--- src/rtl/core/assert_macros.svh ---
// Assertion macros for the safety fault supervisor RTL.
// Each macro expects signals named clock and reset in the using module.
`ifndef ASSERT_MACROS_SVH
`define ASSERT_MACROS_SVH

// Same-cycle implication, disabled while in reset.
`define SFS_ASSERT_IMP(lbl, ante, cons, msg) \
   lbl: assert property (@(posedge clock) disable iff (reset) (ante) |-> (cons)) \
      else $error(msg);

// Next-cycle implication, disabled while in reset.
`define SFS_ASSERT_NXT(lbl, ante, cons, msg) \
   lbl: assert property (@(posedge clock) disable iff (reset) (ante) |=> (cons)) \
      else $error(msg);

`endif

--- src/rtl/core/sfs_pkg.sv ---
// Types and constants for the safety fault supervisor.
// No dependencies; used by every module of the block.
`default_nettype none

package sfs_pkg;

   // command codes
   localparam logic [2:0] CMD_NONE     = 3'd0;
   localparam logic [2:0] CMD_SET_MODE = 3'd1;
   localparam logic [2:0] CMD_ESTOP    = 3'd2;
   localparam logic [2:0] CMD_RESET    = 3'd3;
   localparam logic [2:0] CMD_PING     = 3'd4;

   // requested mode argument codes
   localparam logic [2:0] ARG_IDLE   = 3'd0;
   localparam logic [2:0] ARG_HOLD   = 3'd1;
   localparam logic [2:0] ARG_TELEOP = 3'd2;

   // mode codes
   localparam logic [1:0] MODE_IDLE   = 2'd0;
   localparam logic [1:0] MODE_HOLD   = 2'd1;
   localparam logic [1:0] MODE_TELEOP = 2'd2;
   localparam logic [1:0] MODE_ESTOP  = 2'd3;

   // command result codes
   localparam logic [1:0] RES_OK      = 2'd0;
   localparam logic [1:0] RES_REFUSED = 2'd1;
   localparam logic [1:0] RES_BAD     = 2'd2;
   localparam logic [1:0] RES_NONE    = 2'd3;

   // fault bit positions
   localparam int unsigned FLT_LEADER   = 0;
   localparam int unsigned FLT_FOLLOWER = 1;
   localparam int unsigned FLT_OVERTEMP = 2;
   localparam int unsigned FLT_VOLTAGE  = 3;
   localparam int unsigned FLT_OVERRUN  = 4;
   localparam int unsigned FLT_STALL    = 5;
   localparam int unsigned FLT_ESTOP    = 6;

   localparam logic [6:0] BLOCK_HOLD_MASK   = 7'b110_1110;
   localparam logic [6:0] BLOCK_TELEOP_MASK = 7'b110_1111;

   // check timing and thresholds
   localparam logic [31:0] STALL_LIMIT_MS = 32'd200;
   localparam logic [2:0]  PERSIST_COUNT  = 3'd5;
   localparam logic [31:0] OVERRUN_LIMIT  = 32'd5;
   localparam logic [31:0] WINDOW_MS      = 32'd1000;

   // register indexes
   localparam logic [1:0] REG_COMM_FAIL_STREAK  = 2'd0;
   localparam logic [1:0] REG_TEMPERATURE_LIMIT = 2'd1;
   localparam logic [1:0] REG_VOLTAGE_MIN       = 2'd2;
   localparam logic [1:0] REG_VOLTAGE_MAX       = 2'd3;

   typedef struct packed {
      logic [2:0]  cmd;
      logic [2:0]  mode_arg;
      logic [31:0] now_ms;
      logic        snapshot_ok;
      logic [31:0] cycle_count;
      logic [15:0] lead_fail_run;
      logic [15:0] foll_fail_run;
      logic        foll_data_ok;
      logic [7:0]  max_temp;
      logic [7:0]  min_volt;
      logic [7:0]  max_volt;
      logic [31:0] overrun_total;
   } req_type;

   typedef struct packed {
      logic [1:0] cmd_result;
      logic [1:0] mode_now;
      logic [6:0] fault_flags;
   } rsp_type;

   typedef struct packed {
      logic [15:0] comm_fail_streak;
      logic [7:0]  temperature_limit;
      logic [7:0]  voltage_min;
      logic [7:0]  voltage_max;
   } cfg_type;

   // supervisor mode and latched faults
   typedef struct packed {
      logic [1:0] mode;
      logic [6:0] faults;
   } sup_type;

   // snapshot check bookkeeping
   typedef struct packed {
      logic [31:0] last_cycle_seen;
      logic [31:0] last_advance_time;
      logic [2:0]  hot_ticks;
      logic [2:0]  badvolt_ticks;
      logic [31:0] overrun_base;
      logic [31:0] window_start;
   } chk_type;

endpackage

`default_nettype wire

--- src/rtl/core/sfs_cmd.sv ---
// Command service for the safety fault supervisor.
// Depends on sfs_pkg for codes and the sup_type struct.
`default_nettype none

module sfs_cmd (
   input  wire logic [2:0]      cmd,
   input  wire logic [2:0]      mode_arg,
   input  wire sfs_pkg::sup_type sup_in,
   output sfs_pkg::sup_type     sup_out,
   output logic [1:0]           cmd_result
);

   always_comb begin
      sup_out    = sup_in;
      cmd_result = sfs_pkg::RES_OK;
      case (cmd)
         sfs_pkg::CMD_NONE: begin
            cmd_result = sfs_pkg::RES_NONE;
         end
         sfs_pkg::CMD_SET_MODE: begin
            if (mode_arg == sfs_pkg::ARG_IDLE) begin
               if (sup_in.mode == sfs_pkg::MODE_ESTOP) begin
                  cmd_result = sfs_pkg::RES_REFUSED;
               end else begin
                  sup_out.mode = sfs_pkg::MODE_IDLE;
               end
            end else if (mode_arg == sfs_pkg::ARG_TELEOP) begin
               if ((sup_in.faults & sfs_pkg::BLOCK_TELEOP_MASK) != '0) begin
                  cmd_result = sfs_pkg::RES_REFUSED;
               end else begin
                  sup_out.mode = sfs_pkg::MODE_TELEOP;
               end
            end else if (mode_arg == sfs_pkg::ARG_HOLD) begin
               if ((sup_in.faults & sfs_pkg::BLOCK_HOLD_MASK) != '0) begin
                  cmd_result = sfs_pkg::RES_REFUSED;
               end else begin
                  sup_out.mode = sfs_pkg::MODE_HOLD;
               end
            end else begin
               cmd_result = sfs_pkg::RES_BAD;
            end
         end
         sfs_pkg::CMD_ESTOP: begin
            sup_out.faults[sfs_pkg::FLT_ESTOP] = 1'b1;
            sup_out.mode = sfs_pkg::MODE_ESTOP;
         end
         sfs_pkg::CMD_RESET: begin
            sup_out.faults = '0;
            sup_out.mode   = sfs_pkg::MODE_IDLE;
         end
         sfs_pkg::CMD_PING: begin
            cmd_result = sfs_pkg::RES_OK;
         end
         default: begin
            cmd_result = sfs_pkg::RES_BAD;
         end
      endcase
   end

endmodule

`default_nettype wire

--- src/rtl/core/sfs_check.sv ---
// Snapshot checks: stall, bus streaks, persistence counters, overrun window.
// Depends on sfs_pkg for types and limits.
`default_nettype none

module sfs_check (
   input  wire sfs_pkg::req_type req,
   input  wire sfs_pkg::cfg_type cfg,
   input  wire sfs_pkg::sup_type sup_in,
   input  wire sfs_pkg::chk_type chk_in,
   output sfs_pkg::sup_type     sup_out,
   output sfs_pkg::chk_type     chk_out
);

   // latched faults may only lower the mode; estop always wins
   function automatic logic [1:0] lower_mode(input logic [1:0] mode, input logic [1:0] safe);
      logic [1:0] res;
      res = mode;
      if (safe == sfs_pkg::MODE_ESTOP) begin
         res = safe;
      end else if (safe == sfs_pkg::MODE_IDLE && mode != sfs_pkg::MODE_ESTOP) begin
         res = safe;
      end else if (safe == sfs_pkg::MODE_HOLD && mode == sfs_pkg::MODE_TELEOP) begin
         res = safe;
      end
      return res;
   endfunction

   logic [31:0] stall_age;
   logic [31:0] window_age;
   logic [31:0] overruns;
   logic        hot;
   logic        badv;
   logic [2:0]  hot_cnt;
   logic [2:0]  badv_cnt;

   assign stall_age  = req.now_ms - chk_in.last_advance_time;
   assign window_age = req.now_ms - chk_in.window_start;
   assign overruns   = req.overrun_total - chk_in.overrun_base;
   assign hot  = req.max_temp >= cfg.temperature_limit;
   assign badv = (req.min_volt < cfg.voltage_min) || (req.max_volt > cfg.voltage_max);
   assign hot_cnt  = !hot  ? 3'd0 : ((chk_in.hot_ticks == 3'd7) ? 3'd7 :
                                     chk_in.hot_ticks + 3'd1);
   assign badv_cnt = !badv ? 3'd0 : ((chk_in.badvolt_ticks == 3'd7) ? 3'd7 :
                                     chk_in.badvolt_ticks + 3'd1);

   always_comb begin
      sup_out = sup_in;
      chk_out = chk_in;
      if (req.snapshot_ok) begin
         if (req.cycle_count != chk_in.last_cycle_seen) begin
            chk_out.last_cycle_seen   = req.cycle_count;
            chk_out.last_advance_time = req.now_ms;
         end else if (stall_age > sfs_pkg::STALL_LIMIT_MS) begin
            sup_out.faults[sfs_pkg::FLT_STALL] = 1'b1;
            sup_out.mode = lower_mode(sup_out.mode, sfs_pkg::MODE_ESTOP);
         end

         if (req.lead_fail_run >= cfg.comm_fail_streak) begin
            sup_out.faults[sfs_pkg::FLT_LEADER] = 1'b1;
            sup_out.mode = lower_mode(sup_out.mode, sfs_pkg::MODE_HOLD);
         end
         if (req.foll_fail_run >= cfg.comm_fail_streak) begin
            sup_out.faults[sfs_pkg::FLT_FOLLOWER] = 1'b1;
            sup_out.mode = lower_mode(sup_out.mode, sfs_pkg::MODE_IDLE);
         end

         if (req.foll_data_ok) begin
            chk_out.hot_ticks     = hot_cnt;
            chk_out.badvolt_ticks = badv_cnt;
            if (hot_cnt >= sfs_pkg::PERSIST_COUNT) begin
               sup_out.faults[sfs_pkg::FLT_OVERTEMP] = 1'b1;
               sup_out.mode = lower_mode(sup_out.mode, sfs_pkg::MODE_IDLE);
            end
            if (badv_cnt >= sfs_pkg::PERSIST_COUNT) begin
               sup_out.faults[sfs_pkg::FLT_VOLTAGE] = 1'b1;
               sup_out.mode = lower_mode(sup_out.mode, sfs_pkg::MODE_IDLE);
            end
         end

         // overrun latches without forcing a mode
         if (window_age >= sfs_pkg::WINDOW_MS) begin
            if (overruns > sfs_pkg::OVERRUN_LIMIT) begin
               sup_out.faults[sfs_pkg::FLT_OVERRUN] = 1'b1;
            end
            chk_out.overrun_base = req.overrun_total;
            chk_out.window_start = req.now_ms;
         end
      end
   end

endmodule

`default_nettype wire

--- src/rtl/core/safety_fault_supervisor_top.sv ---
// rsp_valid is registered: an accepted request passes the input register and then the result
// register, and a full result register stalls until rsp_ready is high.
// Throughput: one request per cycle if rsp_ready is high; state updates at result stage entry.
// The input register can still take one request while a response waits for rsp_ready.
// Reset (synchronous, active high): mode idle, faults and check state zero,
// registers back to 3 / 70 / 45 / 140, both stages empty.
`default_nettype none
`include "assert_macros.svh"

module safety_fault_supervisor_top (
   input  wire logic             clock,
   input  wire logic             reset,
   input  wire logic             req_valid,
   output logic                  req_ready,
   input  wire sfs_pkg::req_type req_data,
   output logic                  rsp_valid,
   input  wire logic             rsp_ready,
   output sfs_pkg::rsp_type      rsp_data,
   input  wire logic             csr_we,
   input  wire logic [1:0]       csr_index,
   input  wire logic [15:0]      csr_wdata
);

   logic             s1_valid_ff, s1_valid_in;
   sfs_pkg::req_type s1_req_ff;
   logic             rsp_valid_ff, rsp_valid_in;
   sfs_pkg::rsp_type rsp_ff;
   sfs_pkg::sup_type sup_ff;
   sfs_pkg::chk_type chk_ff;
   sfs_pkg::cfg_type cfg_ff, cfg_in;

   sfs_pkg::sup_type sup_cmd;
   sfs_pkg::sup_type sup_in;
   sfs_pkg::chk_type chk_in;
   logic [1:0]       cmd_result;
   logic             s1_advance;
   logic             req_accept;

   assign s1_advance = s1_valid_ff && (!rsp_valid_ff || rsp_ready);
   assign req_ready  = !s1_valid_ff || s1_advance;
   assign req_accept = req_valid && req_ready;

   assign s1_valid_in  = req_accept ? 1'b1 : (s1_advance ? 1'b0 : s1_valid_ff);
   assign rsp_valid_in = s1_advance ? 1'b1 : (rsp_ready ? 1'b0 : rsp_valid_ff);

   sfs_cmd u_cmd (
      .cmd        (s1_req_ff.cmd),
      .mode_arg   (s1_req_ff.mode_arg),
      .sup_in     (sup_ff),
      .sup_out    (sup_cmd),
      .cmd_result (cmd_result)
   );

   sfs_check u_check (
      .req     (s1_req_ff),
      .cfg     (cfg_ff),
      .sup_in  (sup_cmd),
      .chk_in  (chk_ff),
      .sup_out (sup_in),
      .chk_out (chk_in)
   );

   always_comb begin
      cfg_in = cfg_ff;
      if (csr_we) begin
         case (csr_index)
            sfs_pkg::REG_COMM_FAIL_STREAK:  cfg_in.comm_fail_streak  = csr_wdata;
            sfs_pkg::REG_TEMPERATURE_LIMIT: cfg_in.temperature_limit = csr_wdata[7:0];
            sfs_pkg::REG_VOLTAGE_MIN:       cfg_in.voltage_min       = csr_wdata[7:0];
            sfs_pkg::REG_VOLTAGE_MAX:       cfg_in.voltage_max       = csr_wdata[7:0];
            default:                        cfg_in = cfg_ff;
         endcase
      end
   end

   always_ff @(posedge clock) begin
      if (reset) begin
         s1_valid_ff  <= 1'b0;
         rsp_valid_ff <= 1'b0;
         sup_ff.mode  <= sfs_pkg::MODE_IDLE;
         sup_ff.faults <= '0;
         chk_ff       <= '0;
         cfg_ff.comm_fail_streak  <= 16'd3;
         cfg_ff.temperature_limit <= 8'd70;
         cfg_ff.voltage_min       <= 8'd45;
         cfg_ff.voltage_max       <= 8'd140;
      end else begin
         s1_valid_ff  <= s1_valid_in;
         rsp_valid_ff <= rsp_valid_in;
         cfg_ff       <= cfg_in;
         if (s1_advance) begin
            sup_ff <= sup_in;
            chk_ff <= chk_in;
         end
      end
   end

   // payload registers
   always_ff @(posedge clock) begin
      if (req_accept) begin
         s1_req_ff <= req_data;
      end
      if (s1_advance) begin
         rsp_ff.cmd_result  <= cmd_result;
         rsp_ff.mode_now    <= sup_in.mode;
         rsp_ff.fault_flags <= sup_in.faults;
      end
   end

   assign rsp_valid = rsp_valid_ff;
   assign rsp_data  = rsp_ff;

   `SFS_ASSERT_IMP(a_estop_has_cause, sup_ff.mode == sfs_pkg::MODE_ESTOP, (sup_ff.faults[sfs_pkg::FLT_ESTOP] || sup_ff.faults[sfs_pkg::FLT_STALL]), "estop mode without estop or stall fault")
   `SFS_ASSERT_IMP(a_teleop_clean, sup_ff.mode == sfs_pkg::MODE_TELEOP, ((sup_ff.faults & sfs_pkg::BLOCK_TELEOP_MASK) == '0), "teleop with blocking fault latched")
   `SFS_ASSERT_IMP(a_hold_clean, sup_ff.mode == sfs_pkg::MODE_HOLD, ((sup_ff.faults & sfs_pkg::BLOCK_HOLD_MASK) == '0), "hold with blocking fault latched")
   `SFS_ASSERT_NXT(a_advance_gives_rsp, s1_advance, rsp_valid_ff, "advanced request produced no response")
   `SFS_ASSERT_NXT(a_state_only_on_advance, !s1_valid_ff, ($stable(sup_ff) && $stable(chk_ff)), "supervisor state changed with no request in flight")

endmodule

`default_nettype wire
--- config.mk ---
export PLATFORM = sky130hd
export DESIGN_NAME = safety_fault_supervisor_top
export DESIGN_NICKNAME = d
export VERILOG_FILES = /design/src/rtl/core/sfs_pkg.sv /design/src/rtl/core/sfs_cmd.sv /design/src/rtl/core/sfs_check.sv /design/src/rtl/core/safety_fault_supervisor_top.sv
export VERILOG_INCLUDE_DIRS = /design/src /design/src/rtl/core
export SDC_FILE = /design/constraint.sdc
export NUM_CORES = 1
export LEC_CHECK = 0
export ABC_CLOCK_PERIOD_IN_PS = 6900
export BUFFER_PORTS_ARGS = -buffer_cell sky130_fd_sc_hd__buf_4
export CORE_MARGIN = 4
export CORE_UTILIZATION = 33
export DETAILED_ROUTE_END_ITERATION = 10
export MAX_ROUTING_LAYER = met4
export PLACE_DENSITY = 0.58
export SETUP_SLACK_MARGIN = 0.5
export SYNTH_ARGS = -nofsm -noshare
export SYNTH_HDL_FRONTEND = slang
export SYNTH_SLANG_ARGS = --single-unit
--- constraint.sdc ---
create_clock -name clock -period 6.9 [get_ports clock]
set_clock_uncertainty 0.2 [all_clocks]
set_input_delay 1.035 -clock clock [delete_from_list [all_inputs] [get_ports clock]]
set_output_delay 1.035 -clock clock [all_outputs]
set_load 0.02 [all_outputs]
==> impl_metrics.toml, run 1 <==
[clocking]
htreeDepth = 2
numClockSinks = 356
cts_buffer_depth = 3
cts_made_buffers = 44
root_buffer = "clkbuf_16"
clock_latency_ns = 0.58
clkTransAtPathRegs_ns = 0.06
cts_tree = "done"
cts-resized-gates = 0
cts_hold_buf = 0
post-cts-setup-buffers = 0

[synth]
syn_area_per_cell_sq_um = 9.36
synth_most_common_cell = "nand2_1"
synth_async_sr_flop_share_pct = 0
ys_seq_elements = 356
yosys.area.top_type = "edfxtp_1"
synth_edf_count = 171
synthTopCellsByCount = "nand2_1 (254), dfxtp_1 (185), inv_1 (174), a21oi_1 (171), edfxtp_1 (171)"
synth-seq-area-share_pct = 43.6
synth_area_leaders = "edfxtp_1 (25%), dfxtp_1 (18%), ha_1 (9.3%)"
synthCells = 2168
syn-num-nets = 2504
netlist.area_leader.share_pct = 25.3
syn_area_sq_um = 20300
synth_flop_cell = "dfxtp_1"
ys_types = 91
yosys_warnings = 0

[worst_setup_path]
critPathArrivalTime_ns = 5.18
crit_path_start_kind = "flop"
r2r-start = "s1_req_ff[122]"
worstRegToRegCells = 14
cp_max_fo = 64
path_cells = "inv_1 -> ha_1 -> fa_1 -> nor2b_1 -> o2111ai_1 -> a211oi_1 -> o21ai_1 -> a21bo_1 -> a2111oi_0 -> nor2_1 -> nand4b_1 -> buf_4 -> and2_4 -> mux2i_1"
required_ns = 7.19
r2r_end = "chk_ff[3]"
cp_slowest_cell = "and2_4"
endpoint_kind = "flop"
critPathBufInv = 2
cp_slowest_stage_delay_ns = 0.69
crit_type = "flop to flop"
rrSetupSlack_ns = 2.01
crit_family = "compound AO/OA/AOI/OAI gates"

[routing]
first_pass_iters = 5
drt_iter0_drc = 935
wire_per_inst_um = 17.1
via_per_inst = 5.20
via_count = 16300
ant_nets = 0
remaining_drc_errors = 0
drt-total-wl_um = 53800

[power_and_ir_drop]
vdd_drop_max_v = 0.000185
p_clk_share_pct = 42.9
p_leak_nw = 9.27
p_sw_share_pct = 26.7
switching_power_mw = 1.53
power_frac_seq_pct = 41.7
pwr_density_cell_nw_per_um2 = 239
internal_power_mw = 4.20
comb_power_share_pct = 15.4

[cells_and_area]
final-instance-count-excl-fill = 3142
area_growth_syn_to_layout_pct = 18.0
multi_input_area_sq_um = 10400
drive_above_1_share_pct = 12.9
layout.area.seq_sq_um = 8840
n_fill_cell = 5967
nets = 2655

[timing]
drv_slew = 0
period_needed_ns = 4.89
setup_ws_ns = 2.01
hold_viol = 0
finalCritPeriodShare_pct = 70.9
max_clock_freq_mhz = 204
setup-tns-final_ns = 0
whs_ns = 0.252
setup_viol = 0
max_slew_margin_pct = 22.7
tightest_slew_ns = 1.16
rsz0062_at_grt = "false"

[floorplan]
core-area_sq_um = 60600
die_h_um = 256
die_w_um = 256
boundaryPins = 196
rows = 90
start_util_pct = 33.5
fp.dieArea_sq_um = 65500

[global_routing]
antenna_found_initial = 6
grt_pass1_wl_um = 86000
grt_overflow = 0
grt.total_usage_pct = 16.4
grt_start_max_net_pins = 161
grt_pass1_vias = 16400

[worst_hold_path]
hold_end = "cfg_ff[6]"
worstHoldPathType = "flop to flop"
worstHoldStart = "cfg_ff[6]"
hold_depth = 2

[placed_design]
place.gp.congestion = 0.913
pre_cts_slack_ns = 2.07
port_buffers = 195
placed_cells = 3055
place_hpwl_um = 40000

[flow_run]
maxCapViolCount = 0

[outcome]
status = "completed"
==> worst max-delay path by stage <==
stage / from / end / slack [ns] / cells after the start
floorplan: rsp_ready / s1_req_ff[0] / 1.17 / 3
global placement: s1_req_ff[122] / rsp_data[8] / 2.18 / 14
detailed placement: s1_req_ff[122] / chk_ff[3] / 2.07 / 14
CTS: s1_req_ff[122] / chk_ff[1] / 2.04 / 14
global route: s1_req_ff[123] / chk_ff[3] / 1.66 / 13
finish: s1_req_ff[122] / chk_ff[3] / 2.01 / 14
==> worst register-to-register path, delay by kind of cell (launching register included) <==
| family | cells | cell delay, ns |
|---|---|---|
| and+or+nand+nor | 4 | 1.20 |
| muxes | 1 | 0.31 |
| adders and majority gates | 2 | 0.63 |
| DFF | 1 | 0.38 |
| AOI/OAI and AO/OA | 5 | 1.50 |
| buffers and inverters | 2 | 0.61 |
==> sequential cells by signal, summed over array words and instances (netlist names) <==
name / count
sup_ff: 9
cfg_ff: 40
s1_valid_ff: 1
chk_ff: 134
rsp_valid: 1
s1_req_ff: 160
rsp_data: 11
==> cell families (layout without fill, tap and decap cells) <==
logic type | Yosys count | in the layout | synth area share [%]
simple gates | 650 | 650 | 14.5
compound gates | 563 | 563 | 18.7
flops | 356 | 356 | 43.6
buf+inv | 271 | 457 | 5.38
fa+ha+maj | 155 | 155 | 9.65
mux | 108 | 108 | 5.34
xor+xnor | 65 | 65 | 2.81
other cells | 0 | 6 | 0
==> through the flow <==
step / area [sq um] / total power, mW / util (%)
floorplan: 20300 / 3.03 / -
finish: 23900 / 5.73 / 39.5
global placement: 22400 / 3.30 / 36.9
global route: 23900 / 6.02 / 39.5
CTS: 23900 / 5.82 / 39.5
detailed placement: 22400 / 3.31 / 36.9
==> metal layers <==
metal  wire, um  GRT usage (%)  vias up
met4       1640           5.10        0
met2      25000           26.7      365
met5          0              -        -
met3       2720           3.17      104
li1           -              -     8137
met1      24400           20.6     7731
==> cells in the final DEF (no fill, tap or decap), types with 10 or more instances in the layout <==
cell type / n
nor3_1: 27
nand4_1: 32
clkbuf_16: 46
o21a_1: 26
and3_1: 15
inv_1: 173
a2111oi_0: 12
a21o_1: 74
edfxtp_1: 171
xor2_1: 45
mux2i_1: 107
o211ai_1: 20
a21oi_1: 171
or3_1: 10
nor2_1: 161
nand3_1: 66
a31oi_1: 23
nor4_1: 20
nand2_1: 254
nor2b_1: 13
ha_1: 150
o211a_1: 12
nand2b_1: 16
dfxtp_1: 185
buf_4: 200
o21ai_0: 87
a211oi_1: 20
xnor2_1: 20
==> power by group through the flow <==
stage | clock (mW) | combinational (mW) | sequential [mW]
finish | 2.46 | 0.885 | 2.39
global route | 2.63 | 0.987 | 2.40
CTS | 2.54 | 0.885 | 2.39
detailed placement | 0 | 0.880 | 2.43
global placement | 0 | 0.871 | 2.43
floorplan | 0 | 0.610 | 2.42
==> area by class of cell <==
class | instances | area share (%)
Clock inverter | 27 | 1.50
Timing Repair Buffer | 201 | 6.36
Tap cell | 782 | 4.09
Sequential cell | 356 | 36.9
Clock buffer | 54 | 4.98
Antenna cell | 6 | 0.0627
Multi-Input combinational cell | 1541 | 43.3
Inverter | 175 | 2.74
No activity file was read; power rests on OpenSTA's default activity.
==> inputs of run 2 (changes only) <==
ABC_CLOCK_PERIOD_IN_PS = 3930   (was 6900)
PLACE_DENSITY = 0.59   (was 0.58)
clock period = 3.93 ns   (was 6.9 ns; I/O delays follow)
==> impl_metrics.toml, run 2 (synthesis gave the netlist of run 1 again) <==
[outcome]
status = "completed"

[global_routing]
grt_pass1_wl_um = 93000
antenna_found_initial = 8
grt_pass1_vias = 17800
grt_overflow = 0
grt_start_max_net_pins = 82
grt.total_usage_pct = 17.6

[worst_setup_path]
critPathBufInv = 5
cp-startpoint = "s1_req_ff[132]"
rrSetupSlack_ns = 0.05
cp_max_fo = 7
crit_path_start_kind = "flop"
setup.worst_path.end = "chk_ff[15]"
crit_family = "compound AO/OA/AOI/OAI gates"
critPathArrivalTime_ns = 4.13
path_depth = 16
cp_slowest_stage_delay_ns = 0.43
required_ns = 4.18
worstRegToRegCells = 16
path_cells = "buf_4 -> ha_4 -> a21o_1 -> a31oi_2 -> o22ai_1 -> a2111oi_2 -> buf_4 -> o2111ai_1 -> nor4_1 -> o2111ai_2 -> nand4b_1 -> buf_6 -> and2_4 -> buf_12 -> buf_16 -> mux2i_1"
r2r_end = "chk_ff[15]"
critPathMostFrequentCell = "buf_4"
endpoint_kind = "flop"
crit_type = "flop to flop"
r2r-start = "s1_req_ff[132]"
cp_slowest_cell = "edfxtp_1"

[floorplan]
core-area_sq_um = 60600
start_util_pct = 33.5
die_h_um = 256
die_w_um = 256
boundaryPins = 196
fp.dieArea_sq_um = 65500
rows = 90

[routing]
met3_length_um = 3050
via_per_inst = 5.15
drt_iter0_drc = 1035
drt-total-wl_um = 58800
remaining_drc_errors = 0
m1WireLength_um = 25500
ant_nets = 0
wl_met2_um = 28700
wire_per_inst_um = 17.1
via_count = 17700
first_pass_iters = 5
top_layer = "met4"

[placed_design]
place.gp.congestion = 0.923
placed_cells = 3157
place_hpwl_um = 41700
port_buffers = 195

[power_and_ir_drop]
vdd_drop_max_v = 0.000370
p_leak_nw = 10.7
pwr_density_cell_nw_per_um2 = 377

[clocking]
cts_buffer_depth = 3
htreeDepth = 2
root_buffer = "clkbuf_16"
cts_made_buffers = 43
clock_latency_ns = 0.59
clkTransAtPathRegs_ns = 0.06
numClockSinks = 356
cts_tree = "done"

[timing]
setup_viol = 0
hold_viol = 0
max_slew_margin_pct = 36.7
period_needed_ns = 3.88
drv_slew = 0
finalCritPeriodShare_pct = 98.7
rsz0062_at_grt = "true"
max_clock_freq_mhz = 258
tightest_slew_ns = 0.946

[worst_hold_path]
worstHoldPathType = "input pin to flop"

[cells_and_area]
final_cell_mix = "buf_4 (314), nand2_1 (251), dfxtp_1 (185), inv_1 (171), edfxtp_1 (171)"
fin_util_pct = 45.0
layout.area.seq_sq_um = 8840
n_fill_cell = 5705
final-instance-count-excl-fill = 3436
drive_above_1_share_pct = 19.9
nets = 2947
final_common_cell = "buf_4"
regMostFlops = "s1_req_ff"
multi_input_area_sq_um = 11000
area_growth_syn_to_layout_pct = 34.5
largest_reg_flops = 160
reg_top3 = "s1_req_ff: 160 flops, chk_ff: 134 flops, cfg_ff: 40 flops"

[flow_run]
maxCapViolCount = 0
run 2: changes by cell type in the layout (fill, tap and decap cells not counted), sizes merged:
cell / previous run / this run
clkinv: 12 / 17
diode: 6 / 8
clkbuf: 54 / 55
bufinv: 7 / 5
inv: 179 / 178
dlygate4sd3: 0 / 160
buf: 201 / 332
clkinvlp: 4 / 2
run 2: area by class of cell:
type                            instances  area share [%]
Sequential cell                       356            32.4
Clock buffer                           53            4.20
Clock inverter                         27            1.22
Multi-Input combinational cell       1541            40.2
Tap cell                              782            3.59
Inverter                              175            2.41
Timing Repair Buffer                  494            15.9
Antenna cell                            8          0.0734
run 2: what timing repair did:
| item | in CTS | in global routing |
|---|---|---|
| gates cloned | 3 | 3 |
| setup endpoints to repair | 72 | 72 |
| buffers inserted | 20 | 5 |
| gates resized for setup | 80 | 50 |
| hold buffers | 160 | 0 |
| pin swaps | 34 | 30 |
| hold endpoints to repair | 160 | 0 |
run 2: stage by stage:
step                      total power, mW  hold WS [ns]  worst slack [ns]  instance area [sq um]  setup TNS (ns)
after floorplan                      5.32         0.235             0.462                  20300               0
after global placement               5.90         0.243            -0.116                  23200           -2.69
after detailed placement             5.93         0.249            -0.126                  23200           -2.55
after CTS                            10.4      0.000200            0.0458                  27000               0
after global routing                 10.8       0.00453            -0.108                  27300           -2.17
final                                10.3        0.0402            0.0519                  27300               0
run 2: worst min path at each step:
stage,from,to,slack (ns),depth (start not counted)
after floorplan,chk_ff[10],chk_ff[10],0.23,2
after global placement,chk_ff[6],chk_ff[6],0.24,2
after detailed placement,cfg_ff[4],cfg_ff[4],0.25,2
after CTS,req_data[130],s1_req_ff[130],0.0002,1
after global routing,req_data[130],s1_req_ff[130],0.005,1
final,req_data[130],s1_req_ff[130],0.04,1
run 2: routing by layer:
| metal | vias to the layer above | global-route usage, % |
|---|---|---|
| met3 | 109 | 2.78 |
| met2 | 446 | 29.9 |
| met1 | 8400 | 21.7 |
| li1 | 8746 | - |
| met5 | - | - |
| met4 | 0 | 5.07 |
run 2: where the power goes:
group | internal [mW] | switching, mW
clock network | 2.44 | 1.71
registers | 4.08 | 0.109
logic | 0.914 | 1.04
